--- config.mk ---
export PLATFORM = sky130hd
export DESIGN_NAME = sound_command_queue_engine_core
export DESIGN_NICKNAME = d
export VERILOG_FILES = /design/src/design/scqe_pkg.sv /design/src/design/scqe_ctrl.sv /design/src/design/scqe_dp.sv /design/src/design/sound_command_queue_engine_core.sv
export SDC_FILE = /design/constraint.sdc
export NUM_CORES = 1
export LEC_CHECK = 0
export ABC_AREA = 0
export BUFFER_PORTS_ARGS = -buffer_cell sky130_fd_sc_hd__buf_4
export CAP_MARGIN = 5
export CORE_MARGIN = 2
export CORE_UTILIZATION = 55
export CTS_CLUSTER_DIAMETER = 100
export DETAILED_ROUTE_END_ITERATION = 7
export PLACE_DENSITY = 0.82
export SLEW_MARGIN = 10
export SYNTH_ARGS = -nofsm -noshare
export SYNTH_HDL_FRONTEND = slang
export SYNTH_HIERARCHICAL = 1
export SYNTH_SLANG_ARGS = --single-unit
--- constraint.sdc ---
create_clock -name clk -period 4.95 [get_ports clk]
set_input_delay 0.2475 -clock clk [delete_from_list [all_inputs] [get_ports clk]]
set_output_delay 0.2475 -clock clk [all_outputs]
set_load 0.005 [all_outputs]
--- src/design/scqe_pkg.sv ---
`default_nettype none
// ----------------------------------------------------------------------------
// scqe_pkg: shared types and constants
// Command codes, item modes, driver status codes and controller commands.
// ----------------------------------------------------------------------------
package scqe_pkg;

    // item modes
    localparam logic [1:0] MODE_ENQ   = 2'd0;
    localparam logic [1:0] MODE_EXEC  = 2'd1;
    localparam logic [1:0] MODE_WRITE = 2'd2;
    localparam logic [1:0] MODE_READ  = 2'd3;

    // command codes
    localparam logic [3:0] CMD_NONE    = 4'd0;
    localparam logic [3:0] CMD_PLAY    = 4'd1;
    localparam logic [3:0] CMD_STOP    = 4'd2;
    localparam logic [3:0] CMD_PAUSE   = 4'd3;
    localparam logic [3:0] CMD_RESUME  = 4'd4;
    localparam logic [3:0] CMD_TRKVOL  = 4'd5;
    localparam logic [3:0] CMD_FADE    = 4'd6;
    localparam logic [3:0] CMD_SFXPLAY = 4'd7;
    localparam logic [3:0] CMD_SFXSTOP = 4'd8;
    localparam logic [3:0] CMD_MASTER  = 4'd9;
    localparam logic [3:0] CMD_RESET   = 4'd10;

    // driver status codes
    localparam logic [2:0] ST_STOPPED = 3'd0;
    localparam logic [2:0] ST_READY   = 3'd1;
    localparam logic [2:0] ST_PLAYING = 3'd2;
    localparam logic [2:0] ST_PAUSED  = 3'd3;

    localparam logic [6:0] VOL_CAP = 7'd127;

    // controller to datapath commands
    typedef struct packed {
        logic load;     // capture the input item
        logic ring_rd;  // read the ring head
        logic exec;     // apply the item and present the result
        logic clear;    // step the slot clearing sweep
    } scqe_ctl_t;

    // datapath to controller status
    typedef struct packed {
        logic clear_done;
        logic clear_req;  // driver reset executed, sweep the slots again
    } scqe_sts_t;

endpackage
`default_nettype wire

--- src/design/scqe_ctrl.sv ---
`default_nettype none
// ----------------------------------------------------------------------------
// scqe_ctrl: item sequencer
// Clears the slot table after reset and after a driver reset command,
// then runs each item through load, ring read and execute.
// ----------------------------------------------------------------------------
module scqe_ctrl
    import scqe_pkg::*;
(
    input  wire        clk,
    input  wire        rst_n,
    input  wire        start,
    output logic       busy,
    output scqe_ctl_t  ctl,
    input  scqe_sts_t  sts
);

    localparam logic [1:0] S_CLEAR = 2'd0;
    localparam logic [1:0] S_IDLE  = 2'd1;
    localparam logic [1:0] S_READ  = 2'd2;
    localparam logic [1:0] S_EXEC  = 2'd3;

    logic [1:0] state_reg, state_next;

    // state register
    always_ff @(posedge clk or negedge rst_n)
    begin
        if (!rst_n)
            state_reg <= S_CLEAR;
        else
            state_reg <= state_next;
    end

    // next state
    always_comb
    begin
        state_next = state_reg;
        case (state_reg)
            S_CLEAR: if (sts.clear_done) state_next = S_IDLE;
            S_IDLE:  if (start) state_next = S_READ;
            S_READ:  state_next = S_EXEC;
            S_EXEC:  state_next = sts.clear_req ? S_CLEAR : S_IDLE;
            default: state_next = S_IDLE;
        endcase
    end

    assign busy        = (state_reg != S_IDLE);
    assign ctl.load    = (state_reg == S_IDLE) && start;
    assign ctl.ring_rd = (state_reg == S_READ);
    assign ctl.exec    = (state_reg == S_EXEC);
    assign ctl.clear   = (state_reg == S_CLEAR);

endmodule
`default_nettype wire

--- src/design/scqe_dp.sv ---
`default_nettype none
// ----------------------------------------------------------------------------
// scqe_dp: queue, driver registers and slot table
// Ring memory, pointers, driver state, slot memory with registered enable
// bits and the result registers.
// ----------------------------------------------------------------------------
module scqe_dp
    import scqe_pkg::*;
#(
    parameter int QUEUE_DEPTH       = 16,
    parameter int SLOT_COUNT        = 32,
    parameter int EFFECT_FIRST_SLOT = 16
)
(
    input  wire         clk,
    input  wire         rst_n,
    input  scqe_ctl_t   ctl,
    output scqe_sts_t   sts,
    input  wire  [1:0]  mode,
    input  wire  [3:0]  cmd_code,
    input  wire  [15:0] track_id,
    input  wire  [7:0]  volume,
    input  wire  [7:0]  pan,
    input  wire  [5:0]  slot_index,
    input  wire         slot_enable,
    output logic        done,
    output logic        accepted,
    output logic [2:0]  driver_status,
    output logic [6:0]  master_level,
    output logic [15:0] current_track,
    output logic [4:0]  queue_count,
    output logic        slot_enabled,
    output logic [7:0]  slot_volume,
    output logic [7:0]  slot_pan
);

    localparam int QW = (QUEUE_DEPTH > 1) ? $clog2(QUEUE_DEPTH) : 1;
    localparam int CW = $clog2(QUEUE_DEPTH + 1);
    localparam int SW = $clog2(SLOT_COUNT);

    // captured item
    logic [1:0]  mode_reg;
    logic [3:0]  type_reg;
    logic [15:0] target_reg;
    logic [7:0]  vol_reg, pan_reg;
    logic [5:0]  idx_reg;
    logic        en_reg;

    always_ff @(posedge clk)
    begin
        if (ctl.load)
        begin
            mode_reg   <= mode;
            type_reg   <= cmd_code;
            target_reg <= track_id;
            vol_reg    <= volume;
            pan_reg    <= pan;
            idx_reg    <= slot_index;
            en_reg     <= slot_enable;
        end
    end

    // command ring memory
    logic [35:0] ring_mem [QUEUE_DEPTH];
    logic [35:0] head_reg;
    logic [QW-1:0] rp_reg, wp_reg;
    logic [CW-1:0] cnt_reg;

    // slot memory holds volume and pan; enables are flip-flops
    logic [15:0] slot_mem [SLOT_COUNT];
    logic [15:0] slot_rd_reg;
    logic [SLOT_COUNT-1:0] en_bits_reg;
    logic [SW-1:0] clr_reg;

    logic idx_ok;
    assign idx_ok = ({26'd0, idx_reg} < 32'(SLOT_COUNT));

    // first free effect slot
    logic          free_found;
    logic [SW-1:0] free_idx;
    always_comb
    begin
        free_found = 1'b0;
        free_idx   = '0;
        for (int i = SLOT_COUNT - 1; i >= 0; i--)
        begin
            if (i >= EFFECT_FIRST_SLOT && !en_bits_reg[i])
            begin
                free_found = 1'b1;
                free_idx   = SW'(i);
            end
        end
    end

    logic [SLOT_COUNT-1:0] fx_mask;
    always_comb
    begin
        for (int i = 0; i < SLOT_COUNT; i++)
            fx_mask[i] = (i >= EFFECT_FIRST_SLOT);
    end

    // head entry fields
    logic [3:0]  h_type;
    logic [15:0] h_target;
    logic [7:0]  h_vol, h_pan;
    assign {h_type, h_target, h_vol, h_pan} = head_reg;
    logic [6:0] h_vol_cap;
    assign h_vol_cap = (h_vol > {1'b0, VOL_CAP}) ? VOL_CAP : h_vol[6:0];

    logic do_enq, do_exec, do_write;
    assign do_enq   = ctl.exec && mode_reg == MODE_ENQ && cnt_reg < CW'(QUEUE_DEPTH);
    assign do_exec  = ctl.exec && mode_reg == MODE_EXEC && cnt_reg != '0;
    assign do_write = ctl.exec && mode_reg == MODE_WRITE && idx_ok;

    logic fx_play, fx_stop, drv_reset;
    assign fx_play   = do_exec && h_type == CMD_SFXPLAY && free_found;
    assign fx_stop   = do_exec && h_type == CMD_SFXSTOP;
    assign drv_reset = do_exec && h_type == CMD_RESET;

    assign sts.clear_done = ctl.clear && (clr_reg == SW'(SLOT_COUNT - 1));
    assign sts.clear_req  = drv_reset;

    // ring and slot memories
    always_ff @(posedge clk)
    begin
        if (do_enq)
            ring_mem[wp_reg] <= {type_reg, target_reg, vol_reg, pan_reg};
        if (ctl.ring_rd)
            head_reg <= ring_mem[rp_reg];
        if (ctl.load)
            slot_rd_reg <= slot_mem[slot_index[SW-1:0]];
        if (ctl.clear)
            slot_mem[clr_reg] <= '0;
        else if (do_write)
            slot_mem[idx_reg[SW-1:0]] <= {vol_reg, pan_reg};
        else if (fx_play)
            slot_mem[free_idx] <= {1'b0, h_vol_cap, h_pan};
    end

    // driver and queue state
    logic [2:0]  st_reg;
    logic [6:0]  mst_reg;
    logic [15:0] trk_reg;

    always_ff @(posedge clk or negedge rst_n)
    begin
        if (!rst_n)
        begin
            rp_reg      <= '0;
            wp_reg      <= '0;
            cnt_reg     <= '0;
            st_reg      <= ST_READY;
            mst_reg     <= VOL_CAP;
            trk_reg     <= '0;
            en_bits_reg <= '0;
            clr_reg     <= '0;
            done        <= 1'b0;
        end
        else
        begin
            done <= ctl.exec;
            if (ctl.clear)
                clr_reg <= clr_reg + SW'(1);
            if (do_enq)
            begin
                wp_reg  <= (wp_reg == QW'(QUEUE_DEPTH - 1)) ? '0 : wp_reg + QW'(1);
                cnt_reg <= cnt_reg + CW'(1);
            end
            if (do_write)
                en_bits_reg[idx_reg[SW-1:0]] <= en_reg;
            if (do_exec)
            begin
                // driver reset empties the queue and restarts the slot sweep
                if (drv_reset)
                begin
                    rp_reg      <= '0;
                    wp_reg      <= '0;
                    cnt_reg     <= '0;
                    st_reg      <= ST_READY;
                    mst_reg     <= VOL_CAP;
                    trk_reg     <= '0;
                    en_bits_reg <= '0;
                    clr_reg     <= '0;
                end
                else
                begin
                    rp_reg  <= (rp_reg == QW'(QUEUE_DEPTH - 1)) ? '0 : rp_reg + QW'(1);
                    cnt_reg <= cnt_reg - CW'(1);
                    case (h_type)
                        CMD_PLAY:
                        begin
                            trk_reg <= h_target;
                            st_reg  <= ST_PLAYING;
                        end
                        CMD_STOP:
                        begin
                            trk_reg <= '0;
                            st_reg  <= ST_STOPPED;
                        end
                        CMD_PAUSE:  st_reg <= ST_PAUSED;
                        CMD_RESUME: if (trk_reg != '0) st_reg <= ST_PLAYING;
                        CMD_MASTER: mst_reg <= h_vol_cap;
                        CMD_SFXPLAY: if (free_found) en_bits_reg[free_idx] <= 1'b1;
                        CMD_SFXSTOP: en_bits_reg <= en_bits_reg & ~fx_mask;
                        default: ;
                    endcase
                end
            end
        end
    end

    // result fields, valid while done is high
    logic rd_hit;
    logic rd_hit_reg, en_rd_reg;
    assign rd_hit = (mode_reg == MODE_READ) && idx_ok;

    always_ff @(posedge clk)
    begin
        if (ctl.exec)
            accepted <= do_enq || do_exec;
    end

    assign driver_status = st_reg;
    assign master_level  = mst_reg;
    assign current_track = trk_reg;
    assign queue_count   = 5'(cnt_reg);
    assign slot_enabled  = rd_hit_reg & en_rd_reg;
    assign slot_volume   = rd_hit_reg ? slot_rd_reg[15:8] : 8'd0;
    assign slot_pan      = rd_hit_reg ? slot_rd_reg[7:0] : 8'd0;

    always_ff @(posedge clk)
    begin
        if (ctl.exec)
        begin
            rd_hit_reg <= rd_hit;
            en_rd_reg  <= en_bits_reg[idx_reg[SW-1:0]];
        end
    end

endmodule
`default_nettype wire

--- src/design/sound_command_queue_engine_core.sv ---
`default_nettype none
// ----------------------------------------------------------------------------
// sound_command_queue_engine_core: sound command mailbox
// Command ring, driver state and effect slot table behind a start/busy port.
// ----------------------------------------------------------------------------
// Usage:
//   Drive the item fields and raise start while busy is low; the item is
//   taken at that edge. mode selects enqueue, execute head command, slot
//   write or slot read.
//   Each item gives one result beat, shown with done high for one cycle,
//   after the capture, ring/slot read and execute steps. Except after a
//   driver reset, busy drops as done rises; the one-item sequencer takes
//   no new item until the previous item's beat is shown.
//   Driver status, master level, track and queue count hold their values
//   between beats.
//   After reset the slot memory is cleared one entry per cycle, which
//   keeps busy high until the sweep ends. A driver reset command clears
//   the enable bits at once and reruns that sweep, so busy stays high
//   after its beat until that sweep ends.
//   The receiver cannot stall; each result beat must be taken when shown.
// ----------------------------------------------------------------------------
module sound_command_queue_engine_core
    import scqe_pkg::*;
#(
    parameter int QUEUE_DEPTH       = 16,
    parameter int SLOT_COUNT        = 32,
    parameter int EFFECT_FIRST_SLOT = 16
)
(
    input  wire         clk,
    input  wire         rst_n,
    input  wire         start,
    output logic        busy,
    input  wire  [1:0]  mode,
    input  wire  [3:0]  cmd_code,
    input  wire  [15:0] track_id,
    input  wire  [7:0]  volume,
    input  wire  [7:0]  pan,
    input  wire  [5:0]  slot_index,
    input  wire         slot_enable,
    output logic        done,
    output logic        accepted,
    output logic [2:0]  driver_status,
    output logic [6:0]  master_level,
    output logic [15:0] current_track,
    output logic [4:0]  queue_count,
    output logic        slot_enabled,
    output logic [7:0]  slot_volume,
    output logic [7:0]  slot_pan
);

    scqe_ctl_t ctl;
    scqe_sts_t sts;

    scqe_ctrl u_ctrl (
        .clk   (clk),
        .rst_n (rst_n),
        .start (start),
        .busy  (busy),
        .ctl   (ctl),
        .sts   (sts)
    );

    scqe_dp #(
        .QUEUE_DEPTH       (QUEUE_DEPTH),
        .SLOT_COUNT        (SLOT_COUNT),
        .EFFECT_FIRST_SLOT (EFFECT_FIRST_SLOT)
    ) u_dp (
        .clk           (clk),
        .rst_n         (rst_n),
        .ctl           (ctl),
        .sts           (sts),
        .mode          (mode),
        .cmd_code      (cmd_code),
        .track_id      (track_id),
        .volume        (volume),
        .pan           (pan),
        .slot_index    (slot_index),
        .slot_enable   (slot_enable),
        .done          (done),
        .accepted      (accepted),
        .driver_status (driver_status),
        .master_level  (master_level),
        .current_track (current_track),
        .queue_count   (queue_count),
        .slot_enabled  (slot_enabled),
        .slot_volume   (slot_volume),
        .slot_pan      (slot_pan)
    );

endmodule
`default_nettype wire

# Word-level counts from Yosys, hierarchy flattened
# Memory sizes are Yosys's and may differ from the RTL's. A register that Yosys moved wholly into a read port is not among the register bits.
# Cells that the tools add are included.
# word_totals
regBits	127
word_cells	175
ramBits	1088
n_memories	2
# memory_table
memory	words	word_bits	rd	rd_clocked_by_memory_dff	write_ports	line	source
u_dp.ring_mem	16	36	1	1	1	scqe_dp.sv:64	logic [35:0] ring_mem [QUEUE_DEPTH];
u_dp.slot_mem	32	16	1	1	1	scqe_dp.sv:70	logic [15:0] slot_mem [SLOT_COUNT];
# op_classes
n_addsub	5
n_lt_le_gt_ge	7
eq_ne	22
bitwise_logic	2
n_mux	87
n_reduce_logical	29
# op_table
op	count
two-way mux 32 bit	4
two-way mux 5 bit	24
one-hot mux 32 bit (2 select lines)	1
two-way mux 16 bit	3
two-way mux 1 bit	33
bitwise mux 32 bit	1
bitwise OR 32 bit	1
one-hot mux 16 bit (2 select lines)	1
OR reduction 16 bit	2
two-way mux 4 bit	6
two-way mux 7 bit	3
equality test 4 bit, second input constant	5
two-way mux 8 bit	2
nonzero test 16 bit	1
logical AND 1 bit	14
< comparator 5 x 6 -> 1 bit, second input constant	2
one-hot mux 3 bit (4 select lines)	1
adder 5 x 1 -> 5 bit, second input constant	2
demux 1 bit (select 5 bit)	2
greater-or-equal comparator 5 x 1 -> 1 bit, second input constant	2
nonzero test 5 bit	2
adder 4 x 1 -> 4 bit, second input constant	2
equality test 2 bit, second input constant	4
equality test 4 x 2 -> 1 bit, second input constant	2
23 further kinds	32

# Depth between registers and ports, before layout
# logic_depth
ltp_word	25
mapped_depth	11

# Modules after synthesis
# Netlist, hierarchy kept.
# modules_own_cells
module	seq_area_each_um2	cells_each	area_per_inst_um2	instances
scqe_dp	37586.0	2527	49663.9	1
scqe_ctrl	50.0	18	176.4	1

# Least setup slack after synthesis
# Ideal clock, no wire load.
# synth_timing
kind	register -> register
from	register u_ctrl.state_reg[0]
to	memory u_dp.ring_mem[5][0], enable pin
t_required_ns	4.468
setup_ns	0.482
path_stages_with_launch	6
arrival_time_ns	4.070
path_buffers	0
synth_period_minus_slack_ns	4.551
path_slack_ns	0.399
cell_sequence	dfrtp_1 -> ha_1 -> nand2b_1 -> nor3_2 -> nand2_1 -> nor3b_1
# synth_lines
element	line	source
from (decl)	scqe_ctrl.sv:23	logic [1:0] state_reg, state_next;
from (signal assigned)	scqe_ctrl.sv:31	state_reg <= state_next;
to (decl)	scqe_dp.sv:64	

==> summary.txt <==
Die W: 305.0 microns
Max incr delay on CP: 0.99 ns
Clock sinks: 1266
Mapped Area: 49840 sq um
Yosys cell types: 78
Routed WL: 117500 microns
Reg2reg path depth: 8
Vias per cell: 6.690
Asr flop ratio synth: 6.161%
Post-synth top flop: edfxtp_1
Hold slack final: 0.08420 ns
Vias in the first global route: 27.08k
Slew headroom: 15.16%
I/O Buffers: 97
Synthesized Nets: 2606
Startpoint types: register
Max-Cap Viols: 0
Placer Congestion: 0.8751
Clock skew: 0.02206 ns
Worst slew pin tran: 1.273 ns
Clock root cell: clkbuf_16
Seq/Total Area, Yosys: 75.51%
Slowest-stage cell, CP: nor2_2
Die area: 93040 sq um
Die Y: 305.0 microns
Global-route wire length before repair: 173800 microns
Starting DRT DRC Count: 3760
Tcrit/Tclk final: 74.84%
PwrDens: 444.5 nW/um^2
Ports: 99
Fmax achieved: 269.9 MHz
Top cells by area, synth: edfxtp_1, mux4_2, mux2i_1
Final min period: 3.705 ns
CTS Buf Count: 116
Ys Warns: 6
FF-to-FF Start: u_ctrl/state_reg[0]
Slew Limit Fails: 0
Worst EP arrival: 4.08 ns
Number of synthesized flops with an enable pin: 1188
Synth Area per Inst: 19.58 sq um
Largest register FFs: 576
DRC viols: 0
Cell taking the most area after synthesis: edfxtp_1
CTS tree: built
RR Endpoint: u_dp/slot_mem[21][15]
Clock Latency Late Sink: 0.70 ns
Share of the synthesized area in the top cell type: 71.58%
Global route overflow: 0
Final Hold Viols: 0
TNS Setup: 0 ns
Longest Clk Path Bufs: 3
Max FO, Critical Path: 21
CP endpoint kind: register
Routed WL per cell: 29.25 microns
Cell with the most instances after synthesis: edfxtp_1
Setup violators final: 0
Flop-to-flop setup slack: 1.25 ns
Final #Nets: 2802
RSZ-0062 raised after global routing: false
Lkg Pwr: 17.71 nW
FF+latch count, synth: 1266
Post-synth top cells: edfxtp_1, mux4_2, mux2i_1
Hold Path Class: input port to async pin
DP Wirelength: 66560 microns
H-tree Lvls: 3
Total track usage: 25.14%
Status: completed
Share of cells above drive strength 1: 24.08%
Routed Antenna Nets: 0
Routed vias: 26.87k
Crit-path cells: inv_1, ha_1, nor2_2, a222oi_1, buf_4, o21bai_2, a21oi_1, buf_4
Most used cell, CP: buf_4
Worst vdd ir: 368.7 uV
Mapped Cells: 2545
Core ar.: 89870 sq um
Worst setup path category: register to register
Req. time, crit path: 5.33 ns
Drt first pass iters: 7
Starting density of the core: 55.46%
CTS clock-pin slew for the worst setup and hold paths: 0.07 ns
Antenna violations before repair: 2
PostCTS Resize Cnt: 0
Pin count of the biggest net entering global routing: 80
Synth-to-Final Area Change: 13.34%
Row Count: 110
==> cells in the final DEF (no fill, tap or decap), drive strengths merged, types with 13 or more instances in the layout <==
cell type,count
clkbuf,154
inv,25
a22oi,38
o21ai,98
dfrtp,70
a221oi,56
mux2i,194
nor2,57
o211ai,17
nand2,77
a21oi,55
and2,29
dlygate4sd3,44
mux2,41
nand2b,13
nor3,28
ha,13
mux4,208
a22o,41
nand3,20
clkinv,43
buf,171
o31ai,19
nand4,13
bufinv,13
edfxtp,1188
==> layout make-up <==
cell class,count,area (sq um)
Antenna cell,1,2.502
Clock buffer,153,3082
Clock inverter,64,711.9
Fill cell,5687,33390
Inverter,20,75.07
Multi-Input combinational cell,1121,11700
Sequential cell,1266,37650
Tap cell,1176,1471
Timing Repair Buffer,216,1795
==> metal layers <==
layer  GRT usage [%]  vias up  wire [microns]
li1                -    10904               -
met1           33.93    13870           43310
met2           40.80     1798           57780
met3           4.951      300           11780
met4           9.901        2            4634
met5               0        -              13
==> repair_timing <==
action | 4_1_cts | 5_1_grt
hold buffers | 44 | 0
endpoints found under the hold margin | 81 | 0
setup buffers | 0 | 0
==> cell families after synthesis <==
family	synth area share (%)
muxes	14.22
DFF	75.51
xor gates and xnor gates	0.08788
and+or+nand+nor	3.161
buffers and inverters	1.401
other	0.007524
adders and majority gates	0.3264
AOI/OAI and AO/OA	5.282
==> power by group <==
| part | internal (mW) | leakage (nW) | switching (mW) | total, mW |
|---|---|---|---|---|
| registers | 12.4 | 11.1 | 0.659 | 13.1 |
| logic | 1.36 | 4.75 | 1.75 | 3.10 |
| clock network | 5.07 | 1.85 | 3.84 | 8.91 |
| total | 18.9 | 17.7 | 6.25 | 25.1 |
==> per-stage QoR <==
step / setup WS (ns) / total power [mW] / cells / instance area (sq um) / util (%)
detailed placement: 1.339 / 16.28 / 3754 / 52200 / 58.09
floorplan: 0.3988 / 15.11 / 2545 / 49840 / -
finish: 1.245 / 25.11 / 4017 / 56490 / 62.85
global placement: 1.553 / 16.11 / 3754 / 52200 / 58.09
CTS: 1.287 / 25.15 / 4015 / 56440 / 62.80
global route: 1.107 / 25.80 / 4016 / 56490 / 62.85
==> how the worst max path moves through the flow <==
stage                        start  slack, ns  depth (start not counted)               endpoint
2_1_floorplan  u_ctrl/state_reg[0]       0.40                          5    u_dp/ring_mem[5][0]
3_3_place_gp   u_ctrl/state_reg[0]       1.55                          7   u_dp/slot_mem[10][8]
3_5_place_dp   u_ctrl/state_reg[0]       1.34                          5   u_dp/slot_mem[22][0]
4_1_cts        u_ctrl/state_reg[0]       1.29                          5   u_dp/slot_mem[28][0]
5_1_grt        u_ctrl/state_reg[1]       1.11                          7  u_dp/slot_mem[10][11]
6_report       u_ctrl/state_reg[0]       1.25                          8  u_dp/slot_mem[21][15]
==> worst max-delay path: cells and delay by family (launching register included) <==
family          cells  cell delay [ns]
simple gates        1             0.99
compound gates      3             0.72
fa+ha+maj           1             0.49
buf+inv             3             0.73
flops               1             0.42
Power figures use the tool's default switching activity.
